## src/hw/rtl/assert_macros.svh

```systemverilog
// Assertion macros shared by the dashed line generator RTL.
// No dependencies; included by files that carry concurrent assertions.
`ifndef ASSERT_MACROS_SVH
`define ASSERT_MACROS_SVH

// same-cycle implication
`define DDA_ASSERT_IMPLY(label, clk, rst, ante, cons, msg) \
   label: assert property (@(posedge clk) disable iff (rst) (ante) |-> (cons)) \
      else $error(msg);

// next-cycle implication
`define DDA_ASSERT_NEXT(label, clk, rst, ante, cons, msg) \
   label: assert property (@(posedge clk) disable iff (rst) (ante) |=> (cons)) \
      else $error(msg);

`endif

```

## src/hw/rtl/dda_pkg.sv

```systemverilog
// Package for the dashed DDA line generator: widths, CSR codes, payload types,
// the back-end state enum and the fixed-point truncation helper. No dependencies.
package dda_pkg;

   localparam int COORD_BITS = 12;
   localparam int FRAC_BITS  = 16;
   localparam int POS_BITS   = COORD_BITS + FRAC_BITS + 1;
   localparam int INC_BITS   = FRAC_BITS + 2;
   localparam int QUO_BITS   = FRAC_BITS + 1;
   localparam int DASH_BITS  = COORD_BITS + 2;
   localparam int CFG_BITS   = 8;
   localparam int CSR_INDEX_BITS = 2;
   localparam int QUEUE_DEPTH = 2;

   localparam logic [CSR_INDEX_BITS-1:0] CSR_DASH_ON     = 2'd0;
   localparam logic [CSR_INDEX_BITS-1:0] CSR_DASH_PERIOD = 2'd1;

   localparam logic [CFG_BITS-1:0] DASH_ON_RESET     = 8'd10;
   localparam logic [CFG_BITS-1:0] DASH_PERIOD_RESET = 8'd20;

   typedef struct packed {
      logic                         mode;
      logic signed [COORD_BITS-1:0] x_start;
      logic signed [COORD_BITS-1:0] y_start;
      logic signed [COORD_BITS-1:0] x_end;
      logic signed [COORD_BITS-1:0] y_end;
   } req_type;

   typedef struct packed {
      logic signed [COORD_BITS-1:0] px;
      logic signed [COORD_BITS-1:0] py;
      logic                         visible;
      logic                         done_res;
   } rsp_type;

   // classified request as it sits in the queue
   typedef struct packed {
      logic                         is_load;
      logic signed [COORD_BITS-1:0] x_start;
      logic signed [COORD_BITS-1:0] y_start;
      logic                         x_neg;
      logic                         y_neg;
      logic [COORD_BITS-1:0]        x_abs;
      logic [COORD_BITS-1:0]        y_abs;
      logic [COORD_BITS-1:0]        step;
   } cmd_type;

   typedef struct packed {
      logic busy;
      logic done;
   } div_status_type;

   typedef enum logic {
      BACK_IDLE,
      BACK_DIVIDE
   } back_state_type;

   // fixed-point position to integer, truncated toward zero
   function automatic logic signed [COORD_BITS-1:0] trunc_coord(
      input logic signed [POS_BITS-1:0] pos);
      logic [POS_BITS-FRAC_BITS-1:0] ip;
      ip = pos[POS_BITS-1:FRAC_BITS];
      if (pos[POS_BITS-1] && (|pos[FRAC_BITS-1:0])) begin
         ip = ip + (POS_BITS-FRAC_BITS)'(1);
      end
      return ip[COORD_BITS-1:0];
   endfunction

endpackage

```

## src/hw/rtl/dda_front.sv

```systemverilog
// Front end: classifies a request and derives |dx|, |dy|, their signs and step.
// Depends on dda_pkg.
module dda_front (
   input  dda_pkg::req_type req_data,
   output dda_pkg::cmd_type cmd
);

   logic signed [dda_pkg::COORD_BITS:0] dx;
   logic signed [dda_pkg::COORD_BITS:0] dy;
   logic signed [dda_pkg::COORD_BITS:0] dx_mag;
   logic signed [dda_pkg::COORD_BITS:0] dy_mag;

   always_comb begin
      dx = {req_data.x_end[dda_pkg::COORD_BITS-1], req_data.x_end}
         - {req_data.x_start[dda_pkg::COORD_BITS-1], req_data.x_start};
      dy = {req_data.y_end[dda_pkg::COORD_BITS-1], req_data.y_end}
         - {req_data.y_start[dda_pkg::COORD_BITS-1], req_data.y_start};
      dx_mag = dx[dda_pkg::COORD_BITS] ? -dx : dx;
      dy_mag = dy[dda_pkg::COORD_BITS] ? -dy : dy;

      cmd.is_load = ~req_data.mode;
      cmd.x_start = req_data.x_start;
      cmd.y_start = req_data.y_start;
      cmd.x_neg   = dx[dda_pkg::COORD_BITS];
      cmd.y_neg   = dy[dda_pkg::COORD_BITS];
      cmd.x_abs   = dx_mag[dda_pkg::COORD_BITS-1:0];
      cmd.y_abs   = dy_mag[dda_pkg::COORD_BITS-1:0];
      cmd.step    = (cmd.x_abs > cmd.y_abs) ? cmd.x_abs : cmd.y_abs;
   end

endmodule

```

## src/hw/rtl/dda_queue.sv

```systemverilog
// Short command queue between front and back end.
// Depends on dda_pkg.
module dda_queue (
   input  logic             clock,
   input  logic             reset,
   input  logic             push,
   input  dda_pkg::cmd_type push_data,
   output logic             full,
   input  logic             pop,
   output logic             out_valid,
   output dda_pkg::cmd_type out_data
);

   localparam int PTR_BITS = $clog2(dda_pkg::QUEUE_DEPTH);
   localparam int CNT_BITS = $clog2(dda_pkg::QUEUE_DEPTH + 1);

   dda_pkg::cmd_type entry_ff [dda_pkg::QUEUE_DEPTH];
   logic [PTR_BITS-1:0] wr_ptr_ff, wr_ptr_in;
   logic [PTR_BITS-1:0] rd_ptr_ff, rd_ptr_in;
   logic [CNT_BITS-1:0] count_ff, count_in;
   logic                do_push, do_pop;

   assign full      = (count_ff == CNT_BITS'(dda_pkg::QUEUE_DEPTH));
   assign out_valid = (count_ff != '0);
   assign out_data  = entry_ff[rd_ptr_ff];
   assign do_push   = push && !full;
   assign do_pop    = pop && out_valid;

   always_comb begin
      wr_ptr_in = do_push ? wr_ptr_ff + PTR_BITS'(1) : wr_ptr_ff;
      rd_ptr_in = do_pop ? rd_ptr_ff + PTR_BITS'(1) : rd_ptr_ff;
      count_in  = count_ff;
      if (do_push && !do_pop) begin
         count_in = count_ff + CNT_BITS'(1);
      end else if (do_pop && !do_push) begin
         count_in = count_ff - CNT_BITS'(1);
      end
   end

   always_ff @(posedge clock) begin
      if (reset) begin
         wr_ptr_ff <= '0;
         rd_ptr_ff <= '0;
         count_ff  <= '0;
      end else begin
         wr_ptr_ff <= wr_ptr_in;
         rd_ptr_ff <= rd_ptr_in;
         count_ff  <= count_in;
      end
   end

   always_ff @(posedge clock) begin
      if (do_push) begin
         entry_ff[wr_ptr_ff] <= push_data;
      end
   end

endmodule

```

## src/hw/rtl/dda_divider.sv

```systemverilog
// Two-lane restoring divider: |d| * 2^FRAC_BITS / step, one quotient bit a cycle.
// Depends on dda_pkg.
module dda_divider (
   input  logic                              clock,
   input  logic                              reset,
   input  logic                              start,
   input  logic [dda_pkg::COORD_BITS-1:0]    step,
   input  logic [dda_pkg::COORD_BITS-1:0]    x_abs,
   input  logic [dda_pkg::COORD_BITS-1:0]    y_abs,
   output dda_pkg::div_status_type           status,
   output logic [dda_pkg::QUO_BITS-1:0]      x_quo,
   output logic [dda_pkg::QUO_BITS-1:0]      y_quo
);

   localparam int CNT_BITS = $clog2(dda_pkg::QUO_BITS);
   localparam int REM_BITS = dda_pkg::COORD_BITS + 1;

   logic [REM_BITS-1:0]           x_rem_ff, x_rem_in, y_rem_ff, y_rem_in;
   logic [REM_BITS-1:0]           x_diff, y_diff;
   logic [dda_pkg::QUO_BITS-1:0]  x_quo_ff, x_quo_in, y_quo_ff, y_quo_in;
   logic [dda_pkg::COORD_BITS-1:0] step_ff, step_in;
   logic [CNT_BITS-1:0]           count_ff, count_in;
   logic                          busy_ff, busy_in, done_ff, done_in;
   logic                          x_ge, y_ge;

   always_comb begin
      x_ge   = (x_rem_ff >= {1'b0, step_ff});
      y_ge   = (y_rem_ff >= {1'b0, step_ff});
      x_diff = x_ge ? x_rem_ff - {1'b0, step_ff} : x_rem_ff;
      y_diff = y_ge ? y_rem_ff - {1'b0, step_ff} : y_rem_ff;

      x_rem_in = x_rem_ff;
      y_rem_in = y_rem_ff;
      x_quo_in = x_quo_ff;
      y_quo_in = y_quo_ff;
      step_in  = step_ff;
      count_in = count_ff;
      busy_in  = busy_ff;
      done_in  = 1'b0;

      if (start) begin
         x_rem_in = {1'b0, x_abs};
         y_rem_in = {1'b0, y_abs};
         x_quo_in = '0;
         y_quo_in = '0;
         step_in  = step;
         count_in = '0;
         busy_in  = 1'b1;
      end else if (busy_ff) begin
         x_rem_in = {x_diff[REM_BITS-2:0], 1'b0};
         y_rem_in = {y_diff[REM_BITS-2:0], 1'b0};
         x_quo_in = {x_quo_ff[dda_pkg::QUO_BITS-2:0], x_ge};
         y_quo_in = {y_quo_ff[dda_pkg::QUO_BITS-2:0], y_ge};
         count_in = count_ff + CNT_BITS'(1);
         if (count_ff == CNT_BITS'(dda_pkg::FRAC_BITS)) begin
            busy_in = 1'b0;
            done_in = 1'b1;
         end
      end
   end

   always_ff @(posedge clock) begin
      if (reset) begin
         busy_ff  <= 1'b0;
         done_ff  <= 1'b0;
         count_ff <= '0;
      end else begin
         busy_ff  <= busy_in;
         done_ff  <= done_in;
         count_ff <= count_in;
      end
   end

   always_ff @(posedge clock) begin
      x_rem_ff <= x_rem_in;
      y_rem_ff <= y_rem_in;
      x_quo_ff <= x_quo_in;
      y_quo_ff <= y_quo_in;
      step_ff  <= step_in;
   end

   assign status.busy = busy_ff;
   assign status.done = done_ff;
   assign x_quo       = x_quo_ff;
   assign y_quo       = y_quo_ff;

endmodule

```

## src/hw/rtl/dda_back.sv

```systemverilog
// Back end: line state, dash tracking, dash CSRs and the response register.
// Depends on dda_pkg, dda_divider and assert_macros.svh.
`include "assert_macros.svh"

module dda_back (
   input  logic                                 clock,
   input  logic                                 reset,
   input  logic                                 cmd_valid,
   input  dda_pkg::cmd_type                     cmd,
   output logic                                 cmd_pop,
   input  logic                                 csr_write,
   input  logic [dda_pkg::CSR_INDEX_BITS-1:0]   csr_index,
   input  logic [dda_pkg::CFG_BITS-1:0]         csr_wdata,
   output logic                                 rsp_valid,
   input  logic                                 rsp_stall,
   output dda_pkg::rsp_type                     rsp_data
);

   localparam int C = dda_pkg::COORD_BITS;
   localparam int P = dda_pkg::POS_BITS;
   localparam int N = dda_pkg::INC_BITS;
   localparam int D = dda_pkg::DASH_BITS;

   dda_pkg::back_state_type state_ff, state_in;
   dda_pkg::div_status_type div_status;

   logic signed [P-1:0]   x_pos_ff, x_pos_in, y_pos_ff, y_pos_in;
   logic signed [N-1:0]   x_inc_ff, x_inc_in, y_inc_ff, y_inc_in;
   logic [C-1:0]          step_total_ff, step_total_in;
   logic [C-1:0]          step_index_ff, step_index_in;
   logic [D-1:0]          dash_start_ff, dash_start_in;
   logic                  line_finished_ff, line_finished_in;
   logic                  x_neg_ff, x_neg_in, y_neg_ff, y_neg_in;
   logic [dda_pkg::CFG_BITS-1:0] dash_on_ff, dash_on_in;
   logic [dda_pkg::CFG_BITS-1:0] dash_period_ff, dash_period_in;
   logic                  rsp_valid_ff, rsp_valid_in;
   dda_pkg::rsp_type      rsp_data_ff, rsp_data_in;

   logic                  out_free, div_start, emit, emit_vis, emit_done;
   logic [C-1:0]          next_index;
   logic [dda_pkg::QUO_BITS-1:0] x_quo, y_quo;
   logic signed [N-1:0]   x_quo_ext, y_quo_ext;

   dda_divider u_divider (
      .clock  (clock),
      .reset  (reset),
      .start  (div_start),
      .step   (cmd.step),
      .x_abs  (cmd.x_abs),
      .y_abs  (cmd.y_abs),
      .status (div_status),
      .x_quo  (x_quo),
      .y_quo  (y_quo)
   );

   assign out_free = !rsp_valid_ff || !rsp_stall;

   // next state
   always_comb begin
      state_in = state_ff;
      case (state_ff)
         dda_pkg::BACK_IDLE: begin
            if (cmd_valid && out_free && cmd.is_load && (cmd.step != '0)) begin
               state_in = dda_pkg::BACK_DIVIDE;
            end
         end
         dda_pkg::BACK_DIVIDE: begin
            if (div_status.done) begin
               state_in = dda_pkg::BACK_IDLE;
            end
         end
         default: state_in = dda_pkg::BACK_IDLE;
      endcase
   end

   // control outputs
   always_comb begin
      cmd_pop   = 1'b0;
      div_start = 1'b0;
      case (state_ff)
         dda_pkg::BACK_IDLE: begin
            cmd_pop   = cmd_valid && out_free;
            div_start = cmd_valid && out_free && cmd.is_load && (cmd.step != '0);
         end
         dda_pkg::BACK_DIVIDE: begin
            cmd_pop   = 1'b0;
            div_start = 1'b0;
         end
         default: begin
            cmd_pop   = 1'b0;
            div_start = 1'b0;
         end
      endcase
   end

   // datapath
   always_comb begin
      x_pos_in         = x_pos_ff;
      y_pos_in         = y_pos_ff;
      x_inc_in         = x_inc_ff;
      y_inc_in         = y_inc_ff;
      step_total_in    = step_total_ff;
      step_index_in    = step_index_ff;
      dash_start_in    = dash_start_ff;
      line_finished_in = line_finished_ff;
      x_neg_in         = x_neg_ff;
      y_neg_in         = y_neg_ff;
      dash_on_in       = dash_on_ff;
      dash_period_in   = dash_period_ff;
      emit             = 1'b0;
      emit_vis         = 1'b0;
      emit_done        = 1'b0;
      next_index       = step_index_ff + C'(1);
      x_quo_ext        = {1'b0, x_quo};
      y_quo_ext        = {1'b0, y_quo};

      if (csr_write) begin
         case (csr_index)
            dda_pkg::CSR_DASH_ON:     dash_on_in     = csr_wdata;
            dda_pkg::CSR_DASH_PERIOD: dash_period_in = csr_wdata;
            default: ;
         endcase
      end

      if (cmd_pop) begin
         emit = 1'b1;
         if (cmd.is_load) begin
            x_pos_in         = {cmd.x_start[C-1], cmd.x_start, {dda_pkg::FRAC_BITS{1'b0}}};
            y_pos_in         = {cmd.y_start[C-1], cmd.y_start, {dda_pkg::FRAC_BITS{1'b0}}};
            x_inc_in         = '0;
            y_inc_in         = '0;
            step_total_in    = cmd.step;
            step_index_in    = '0;
            dash_start_in    = '0;
            x_neg_in         = cmd.x_neg;
            y_neg_in         = cmd.y_neg;
            line_finished_in = (cmd.step == '0);
            emit_vis         = 1'b1;
            emit_done        = (cmd.step == '0);
         end else if (line_finished_ff) begin
            emit_done = 1'b1;
         end else begin
            step_index_in = next_index;
            if (next_index < step_total_ff) begin
               x_pos_in = x_pos_ff + {{(P-N){x_inc_ff[N-1]}}, x_inc_ff};
               y_pos_in = y_pos_ff + {{(P-N){y_inc_ff[N-1]}}, y_inc_ff};
               emit_vis = (D'(next_index) > dash_start_ff);
               if (D'(next_index) == dash_start_ff + D'(dash_on_ff)) begin
                  dash_start_in = dash_start_ff + D'(dash_period_ff);
               end
            end else begin
               line_finished_in = 1'b1;
               emit_vis         = (D'(step_total_ff) < dash_start_ff);
               emit_done        = 1'b1;
            end
         end
      end

      if ((state_ff == dda_pkg::BACK_DIVIDE) && div_status.done) begin
         x_inc_in = x_neg_ff ? -x_quo_ext : x_quo_ext;
         y_inc_in = y_neg_ff ? -y_quo_ext : y_quo_ext;
      end

      rsp_data_in = rsp_data_ff;
      if (emit) begin
         rsp_data_in.px       = dda_pkg::trunc_coord(x_pos_in);
         rsp_data_in.py       = dda_pkg::trunc_coord(y_pos_in);
         rsp_data_in.visible  = emit_vis;
         rsp_data_in.done_res = emit_done;
      end
      rsp_valid_in = emit ? 1'b1 : (rsp_valid_ff && rsp_stall);
   end

   always_ff @(posedge clock) begin
      if (reset) begin
         state_ff         <= dda_pkg::BACK_IDLE;
         x_pos_ff         <= '0;
         y_pos_ff         <= '0;
         x_inc_ff         <= '0;
         y_inc_ff         <= '0;
         step_total_ff    <= '0;
         step_index_ff    <= '0;
         dash_start_ff    <= '0;
         line_finished_ff <= 1'b1;
         dash_on_ff       <= dda_pkg::DASH_ON_RESET;
         dash_period_ff   <= dda_pkg::DASH_PERIOD_RESET;
         rsp_valid_ff     <= 1'b0;
      end else begin
         state_ff         <= state_in;
         x_pos_ff         <= x_pos_in;
         y_pos_ff         <= y_pos_in;
         x_inc_ff         <= x_inc_in;
         y_inc_ff         <= y_inc_in;
         step_total_ff    <= step_total_in;
         step_index_ff    <= step_index_in;
         dash_start_ff    <= dash_start_in;
         line_finished_ff <= line_finished_in;
         dash_on_ff       <= dash_on_in;
         dash_period_ff   <= dash_period_in;
         rsp_valid_ff     <= rsp_valid_in;
      end
   end

   always_ff @(posedge clock) begin
      x_neg_ff    <= x_neg_in;
      y_neg_ff    <= y_neg_in;
      rsp_data_ff <= rsp_data_in;
   end

   assign rsp_valid = rsp_valid_ff;
   assign rsp_data  = rsp_data_ff;

   `DDA_ASSERT_IMPLY(a_done_in_divide, clock, reset, div_status.done, state_ff == dda_pkg::BACK_DIVIDE, "divider done outside divide state")
   `DDA_ASSERT_IMPLY(a_idle_not_busy, clock, reset, state_ff == dda_pkg::BACK_IDLE, !div_status.busy, "divider busy while back end idle")
   `DDA_ASSERT_IMPLY(a_index_in_range, clock, reset, !line_finished_ff, step_index_ff < step_total_ff, "step index ran past step total")
   `DDA_ASSERT_NEXT(a_pop_gives_rsp, clock, reset, cmd_pop, rsp_valid_ff, "popped request produced no response")

endmodule

```

## src/hw/rtl/dda_dashed_line_generator.sv

```systemverilog
// Top level of the dashed DDA line generator.
// Depends on dda_pkg, dda_front, dda_queue and dda_back.
//
// Every request gives exactly one response. A load with a nonzero step starts the
// two-lane restoring divider, which yields one quotient bit per cycle; the back
// end takes no new request until the divide is done, and the start pixel leaves
// while the divide runs. A two-entry request queue sits between the classifying
// front end and the back end, and the response register lets the next request
// proceed as the previous response is taken. Dash CSRs may be written only when
// no request is outstanding; csr_ready is always high.
module dda_dashed_line_generator (
   input  logic                               clock,
   input  logic                               reset,
   input  logic                               req_valid,
   output logic                               req_stall,
   input  dda_pkg::req_type                   req_data,
   output logic                               rsp_valid,
   input  logic                               rsp_stall,
   output dda_pkg::rsp_type                   rsp_data,
   input  logic                               csr_valid,
   output logic                               csr_ready,
   input  logic [dda_pkg::CSR_INDEX_BITS-1:0] csr_index,
   input  logic [dda_pkg::CFG_BITS-1:0]       csr_wdata
);

   dda_pkg::cmd_type front_cmd;
   dda_pkg::cmd_type queue_cmd;
   logic             queue_full, queue_valid, queue_pop;

   assign req_stall = queue_full;
   assign csr_ready = 1'b1;

   dda_front u_front (
      .req_data (req_data),
      .cmd      (front_cmd)
   );

   dda_queue u_queue (
      .clock     (clock),
      .reset     (reset),
      .push      (req_valid),
      .push_data (front_cmd),
      .full      (queue_full),
      .pop       (queue_pop),
      .out_valid (queue_valid),
      .out_data  (queue_cmd)
   );

   dda_back u_back (
      .clock     (clock),
      .reset     (reset),
      .cmd_valid (queue_valid),
      .cmd       (queue_cmd),
      .cmd_pop   (queue_pop),
      .csr_write (csr_valid && csr_ready),
      .csr_index (csr_index),
      .csr_wdata (csr_wdata),
      .rsp_valid (rsp_valid),
      .rsp_stall (rsp_stall),
      .rsp_data  (rsp_data)
   );

endmodule
```

## config.mk

```make
export PLATFORM = sky130hd
export DESIGN_NAME = dda_dashed_line_generator
export DESIGN_NICKNAME = d
export VERILOG_FILES = /design/src/hw/rtl/dda_pkg.sv /design/src/hw/rtl/dda_front.sv /design/src/hw/rtl/dda_queue.sv /design/src/hw/rtl/dda_divider.sv /design/src/hw/rtl/dda_back.sv /design/src/hw/rtl/dda_dashed_line_generator.sv
export VERILOG_INCLUDE_DIRS = /design/src /design/src/hw/rtl
export SDC_FILE = /design/constraint.sdc
export NUM_CORES = 1
export LEC_CHECK = 0
export ABC_CLOCK_PERIOD_IN_PS = 7310
export BUFFER_PORTS_ARGS = -buffer_cell sky130_fd_sc_hd__buf_2
export CAP_MARGIN = 0
export CORE_MARGIN = 2
export CORE_UTILIZATION = 60
export CTS_CLUSTER_SIZE = 30
export DETAILED_ROUTE_END_ITERATION = 8
export PLACE_DENSITY = 0.75
export SLEW_MARGIN = 20
export SYNTH_ARGS = -nofsm -noshare
export SYNTH_HDL_FRONTEND = slang
export SYNTH_HIERARCHICAL = 1
export SYNTH_SLANG_ARGS = --single-unit
export TNS_END_PERCENT = 5
```

## constraint.sdc

```tcl
create_clock -name clock -period 7.31 [get_ports clock]
set_clock_uncertainty 0.1 [all_clocks]
set_input_delay 1.0965 -clock clock [delete_from_list [all_inputs] [get_ports clock]]
set_output_delay 1.0965 -clock clock [all_outputs]
set_load 0.02 [all_outputs]
```

---- Word level (Yosys, flattened, before mapping) ----
Memories as Yosys holds them, arrays and structs flattened. A register that Yosys moved wholly into a read port is not among the register bits.
Index checks and enable logic that the tools add are counted.
word-level totals
  memories kept ........................... 1
  register bits ........................... 262
  input bits .............................. 64
  output and inout port bits .............. 29
  memory bits (writable) .................. 126
memory list
  name              depth  bits a word  read ports  clocked after memory_dff  wr ports  RTL line         RTL
  u_queue.entry_ff  2      63           1           1                         1         dda_queue.sv:17  dda_pkg::cmd_type entry_ff [dda_pkg::QUEUE_DEPTH];
operators by class
  multiplexer cells ....................... 54
  eq/ne operators ......................... 5
  bitwise logic cells ..................... 3
  reduce and logical (&&, ||, !) cells .... 37
  $lt $le $gt $ge ......................... 6
  $add $sub $neg .......................... 20
operators by type and width
  kind                                                              number
  29-bit two-way mux                                                8
  12-bit two-way mux                                                13
  18-bit two-way mux                                                6
  29-bit adder                                                      2
  14-bit two-way mux                                                4
  12-bit by 1-bit adder with 12-bit output (second input constant)  3
  17-bit negator with 18-bit output                                 2
  16-bit OR reduction                                               2
  14-bit by 8-bit adder with 14-bit output                          2
  13-bit by 12-bit greater-or-equal comparator with 1-bit output    2
  12-bit by 12-bit subtractor with 13-bit output                    2
  12-bit negator                                                    2
  12-bit subtractor                                                 2
  1-bit two-way mux                                                 18
  12-bit by 14-bit equality test with 1-bit output                  1
  12-bit by 14-bit > comparator with 1-bit output                   1
  12-bit by 14-bit < comparator with 1-bit output                   1
  2-bit nonzero test                                                7
  12-bit > comparator                                               1
  12-bit zero test                                                  1
  12-bit < comparator                                               1
  12-bit nonzero test                                               1
  1-bit logical AND                                                 11
  2-bit AND reduction                                               5
  other kinds (17)                                                  27

---- Longest topological paths before layout ----
  depth in word-level cells ............... 9
  mapped depth ............................ 21

---- By module ----
The synthesis kept the hierarchy.
modules (own cells, without submodules)
  module                     cells each  sequential area each (µm²)  area each (µm²)  instances
  dda_back                   1606        3863.7                      12899.9          1
  dda_queue                  221         3883.7                      4750.8           1
  dda_divider                450         1941.9                      4540.6           1
  dda_front                  338         0.0                         2371.0           1
  dda_dashed_line_generator  2           0.0                         11.3             1

---- Least setup slack after synthesis ----
No wires, ideal clock.
  path kind ............................... input-to-reg
  start ................................... input port req_data[29] in the netlist's numbering
  end ..................................... memory u_queue/entry_ff[0][10] in the netlist's numbering (data pin)
  required time ........................... 6.928 ns
  data arrival time ....................... 5.487 ns
  slack ................................... 1.441 ns
  setup time .............................. 0.282 ns
  path buffers ............................ 1
  cell stages on the path ................. 17
  cells stage by stage .................... inv_1 > ha_1 > and3b_1 > a211o_1 > a311o_1 > or4_1 > nand4bb_1 > or4_4 > and3_2 > xor2_1 > ha_1 > nand4_1 > nor2_1 > o21a_1 > a2bb2oi_1 > clkbuf_1 > mux2i_1
RTL lines
  what                RTL line                         RTL
  start: declaration  dda_dashed_line_generator.sv:16  input dda_pkg::req_type req_data,
  end: declaration    dda_queue.sv:17

---- Final worst setup path ----
  start ................................... register u_back.step_index_ff[0]
  end ..................................... register u_back.rsp_data_ff, in the netlist u_back/rsp_data[25] (data pin)
on the way
  longest elaborated chain between the ends .. 9
RTL lines
  what                                                                                              RTL line         RTL
  start: declaration                                                                                dda_back.sv:30   logic [C-1:0] step_index_ff, step_index_in;
  start signal: assignment                                                                          dda_back.sv:195  step_index_ff <= step_index_in;
  12-bit by 1-bit adder with 12-bit output (*)                                                      dda_back.sv:113  next_index = step_index_ff + C'(1);
  12-bit < comparator (*)                                                                           dda_back.sv:144  if (next_index < step_total_ff) begin
  29-bit two-way mux (*)                                                                            dda_back.sv:144
  29-bit two-way mux (*)                                                                            dda_back.sv:140  end else if (line_finished_ff) begin
  29-bit two-way mux (*)                                                                            dda_back.sv:127  if (cmd.is_load) begin
  29-bit two-way mux (*)                                                                            dda_back.sv:125  if (cmd_pop) begin
  parallel branches: the longest is 2 deep, another holds 12-bit by 1-bit adder with 12-bit output  n/a
  12-bit two-way mux (*)                                                                            dda_pkg.sv:63    if (pos[POS_BITS-1] && (|pos[FRAC_BITS-1:0])) begin
  end signal: assignment                                                                            dda_back.sv:207  rsp_data_ff <= rsp_data_in;
  end: declaration                                                                                  dda_back.sv:37   dda_pkg::rsp_type rsp_data_ff, rsp_data_in;
Mark *: on every way between the ends.
A chain may end at the register's enable or synchronous reset.

==> results.sh <==
export IMPL_run_status="finished, final reports clean"
export IMPL_numCtsBuffers=43
export IMPL_setup_total_negative_slack_ns=0
export IMPL_worstPathRequired_ns=7.51
export IMPL_start_util=0.604
export IMPL_ys_warn_count=6
export IMPL_synth_area_um2=24600
export IMPL_dpl_hpwl_um=44900
export IMPL_routabilityCongestion=0.931
export IMPL_clk_pin_slew_ns=0.06
export IMPL_sequential_cell_area_um2=9690
export IMPL_clk_root_buffer_cell="sky130_fd_sc_hd__clkbuf_16"
export IMPL_worst_min_delay_path_category="reg -> reg"
export IMPL_hold_viol=0
export IMPL_synthCells=2616
export IMPL_cts_hold_repair_buffers=0
export IMPL_placeableCoreArea_um2=40600
export IMPL_die_x_um=206
export IMPL_grt_first_pass_wirelength_um=98300
export IMPL_boundaryPins=93
export IMPL_vias=19800
export IMPL_die_area_um2=42600
export IMPL_hold_path_depth=2
export IMPL_detailedRoute_firstIterationViolations=1514
export IMPL_routed_wirelength_um=62000
export IMPL_die_h_um=206
export IMPL_crit_chain="ha_1, and2_1, nand4_1, xnor2_1, ha_1, nand4_1, or4_1, a21o_1, a31oi_4, nand2_1, o21ai_0, a21oi_1, a211oi_2, nor4b_2, nand4b_1, xor2_1"
export IMPL_avgRoutedWirePerCell_um=19.3
export IMPL_number_of_global_route_vias_before_repair=19100
export IMPL_htree_num_levels=2
export IMPL_shortest_clock_period_the_worst_path_allows_after_layout_ns=6.01
export IMPL_insertedDiodeCount=0
export IMPL_rr_worst_depth=16
export IMPL_global_route_overflow_total=0
export IMPL_maximum_number_of_pins_on_one_net_before_global_route_repair=102
export IMPL_synthesized_area_per_cell_um2=9.39
export IMPL_critical_path_max_stage_delay_ns=0.94
export IMPL_syn_num_nets=2864
export IMPL_critPathSlowestCell="sky130_fd_sc_hd__a31oi_4"
export IMPL_antenna_found_initial=0
export IMPL_layout_drive_gt1_share=0.114
export IMPL_cellLeakagePower_nw=10.8
export IMPL_worst_path_max_fanout=37
export IMPL_pwr_density_cell_nw_per_um2=371
export IMPL_post_cts_repair_resize_count=0
export IMPL_route_antenna_remaining_nets=0
export IMPL_fillerInstances=3264
export IMPL_worst_setup_path_type="reg -> reg"
export IMPL_crit_buf_inv=0
export IMPL_clkLatencyLatePin_ns=0.59
export IMPL_tritoncts="built"
export IMPL_grt_util_all_layers=0.291
export IMPL_timing_critical_path_depth=16
export IMPL_buffer_ports_inserted=91
export IMPL_drc_errors=0
export IMPL_final_util=0.657
export IMPL_timing_final_max_slew_violations=0
export IMPL_tritoncts_num_sinks=389
export IMPL_area_growth_pct=8.78
export IMPL_vdd_ir_drop_worst_v=0.000302
export IMPL_timing_critical_path_arrival_ns=6.21
export IMPL_num_nets_final=2892
export IMPL_cts_setup_buffers=0
export IMPL_cell_area_reported_after_detailed_placement_um2=25200
export IMPL_worst_hold_slack_ns=0.386
export IMPL_cp_top_family="compound AO/OA/AOI/OAI gates"
export IMPL_cts_root_to_sink_buffers=3
export IMPL_multi_input_area_um2=13700
export IMPL_worst_slew_pin_transition_ns=1.15
export IMPL_first_pass_iters=5
export IMPL_final_cell_area_um2=26700
export IMPL_max_slew_margin_rel=0.235
export IMPL_number_of_maximum_capacitance_violations=0
export IMPL_kind_of_capture_point_of_the_worst_setup_path="flop"
export IMPL_total_setup_violations_reported_at_the_end_of_the_flow=0
export IMPL_viasPerCell=6.17
export IMPL_period_share=0.822
export IMPL_num_rows=74
export IMPL_grt_setup_unrepaired="false"
export IMPL_crit_path_start_kind="flop"
export IMPL_fmax_ghz=0.166
==> cell type report <==
| class | instances | area share |
|---|---|---|
| inverter | 150 | 0.0211 |
| sequential | 389 | 0.363 |
| timing repair buffer | 109 | 0.0229 |
| multi-input combinational | 1951 | 0.514 |
| clock inverter | 18 | 0.00885 |
| tap | 532 | 0.0249 |
| clock buffer | 60 | 0.0454 |
==> cell usage in the layout, fill, tap and decap left out, types with 16 or more instances in the layout <==
cell                          n
sky130_fd_sc_hd__nor2_1     297
sky130_fd_sc_hd__dfxtp_1    197
sky130_fd_sc_hd__edfxtp_1   190
sky130_fd_sc_hd__ha_1       176
sky130_fd_sc_hd__nand2_1    173
sky130_fd_sc_hd__a21oi_1    170
sky130_fd_sc_hd__inv_1      144
sky130_fd_sc_hd__xor2_1      95
sky130_fd_sc_hd__o21ai_0     95
sky130_fd_sc_hd__buf_2       90
sky130_fd_sc_hd__xnor2_1     81
sky130_fd_sc_hd__mux2i_1     71
sky130_fd_sc_hd__mux2_2      67
sky130_fd_sc_hd__a31oi_1     55
sky130_fd_sc_hd__nor3_1      51
sky130_fd_sc_hd__nand3_1     46
sky130_fd_sc_hd__clkbuf_16   45
sky130_fd_sc_hd__a21o_1      42
sky130_fd_sc_hd__nand4_1     37
sky130_fd_sc_hd__nor2b_1     34
sky130_fd_sc_hd__or3_1       29
sky130_fd_sc_hd__a22oi_1     26
sky130_fd_sc_hd__nor4_1      22
sky130_fd_sc_hd__nand2b_1    22
sky130_fd_sc_hd__o21a_1      20
sky130_fd_sc_hd__o31ai_1     19
sky130_fd_sc_hd__buf_4       18
sky130_fd_sc_hd__a211oi_1    17
sky130_fd_sc_hd__o211ai_1    16
==> sequential cells by signal, indices dropped and copies added (netlist names), 8 cells and up, named ones only <==
signal                     flops
u_back/rsp_data               26
u_back/y_pos_ff               29
u_back/u_divider/y_quo        17
u_back/u_divider/y_rem_ff     13
u_back/dash_period_ff          8
u_back/dash_on_ff              8
u_back/x_inc_ff               18
u_back/dash_start_ff          14
u_back/u_divider/step_ff      12
u_back/step_index_ff          12
u_queue/entry_ff             126
u_back/u_divider/x_rem_ff     13
u_back/step_total_ff          12
u_back/u_divider/x_quo        17
u_back/y_inc_ff               18
u_back/x_pos_ff               29
==> tightest hold or removal path: stages (launching register included) <==
cell                      delay [ns]
sky130_fd_sc_hd__dfxtp_1        0.32
sky130_fd_sc_hd__nand2_1        0.06
sky130_fd_sc_hd__a21oi_1        0.05
==> metal layers <==
layer	vias up	track usage	routed length (um)
met3	115	0.0473	3700
met2	612	0.486	29400
li1	9594	-	-
met1	9474	0.379	27100
met5	-	0	0
met4	0	0.110	1880
==> where the power goes <==
group | internal (mW) | switching, mW
logic | 1.66 | 2.70
clock network | 1.34 | 0.899
registers | 2.98 | 0.327
total | 5.99 | 3.93
==> per-stage QoR <==
step           instances  setup WS [ns]  power, mW
5_1_grt             3209          0.865       10.5
6_report            3209           1.30       9.92
3_5_place_dp        3130           1.15       7.64
4_1_cts             3208           1.39       9.91
2_1_floorplan       2616           1.44       6.52
3_3_place_gp        3130           1.28       7.50
==> worst paths after layout <==
path / end / slack (ns) / start
worst max-delay path: u_back/rsp_data[25]$_DFFE_PP_ / 1.30 / u_back/step_index_ff[0]$_SDFFE_PP0P_
worst min-delay path: u_back/step_total_ff[6]$_SDFFE_PP0P_ / 0.39 / u_back/step_total_ff[6]$_SDFFE_PP0P_
worst max register to register: u_back/rsp_data[25]$_DFFE_PP_ / 1.30 / u_back/step_index_ff[0]$_SDFFE_PP0P_
worst min register to register: u_back/step_total_ff[6]$_SDFFE_PP0P_ / 0.39 / u_back/step_total_ff[6]$_SDFFE_PP0P_
Power figures use the tool's default switching activity.
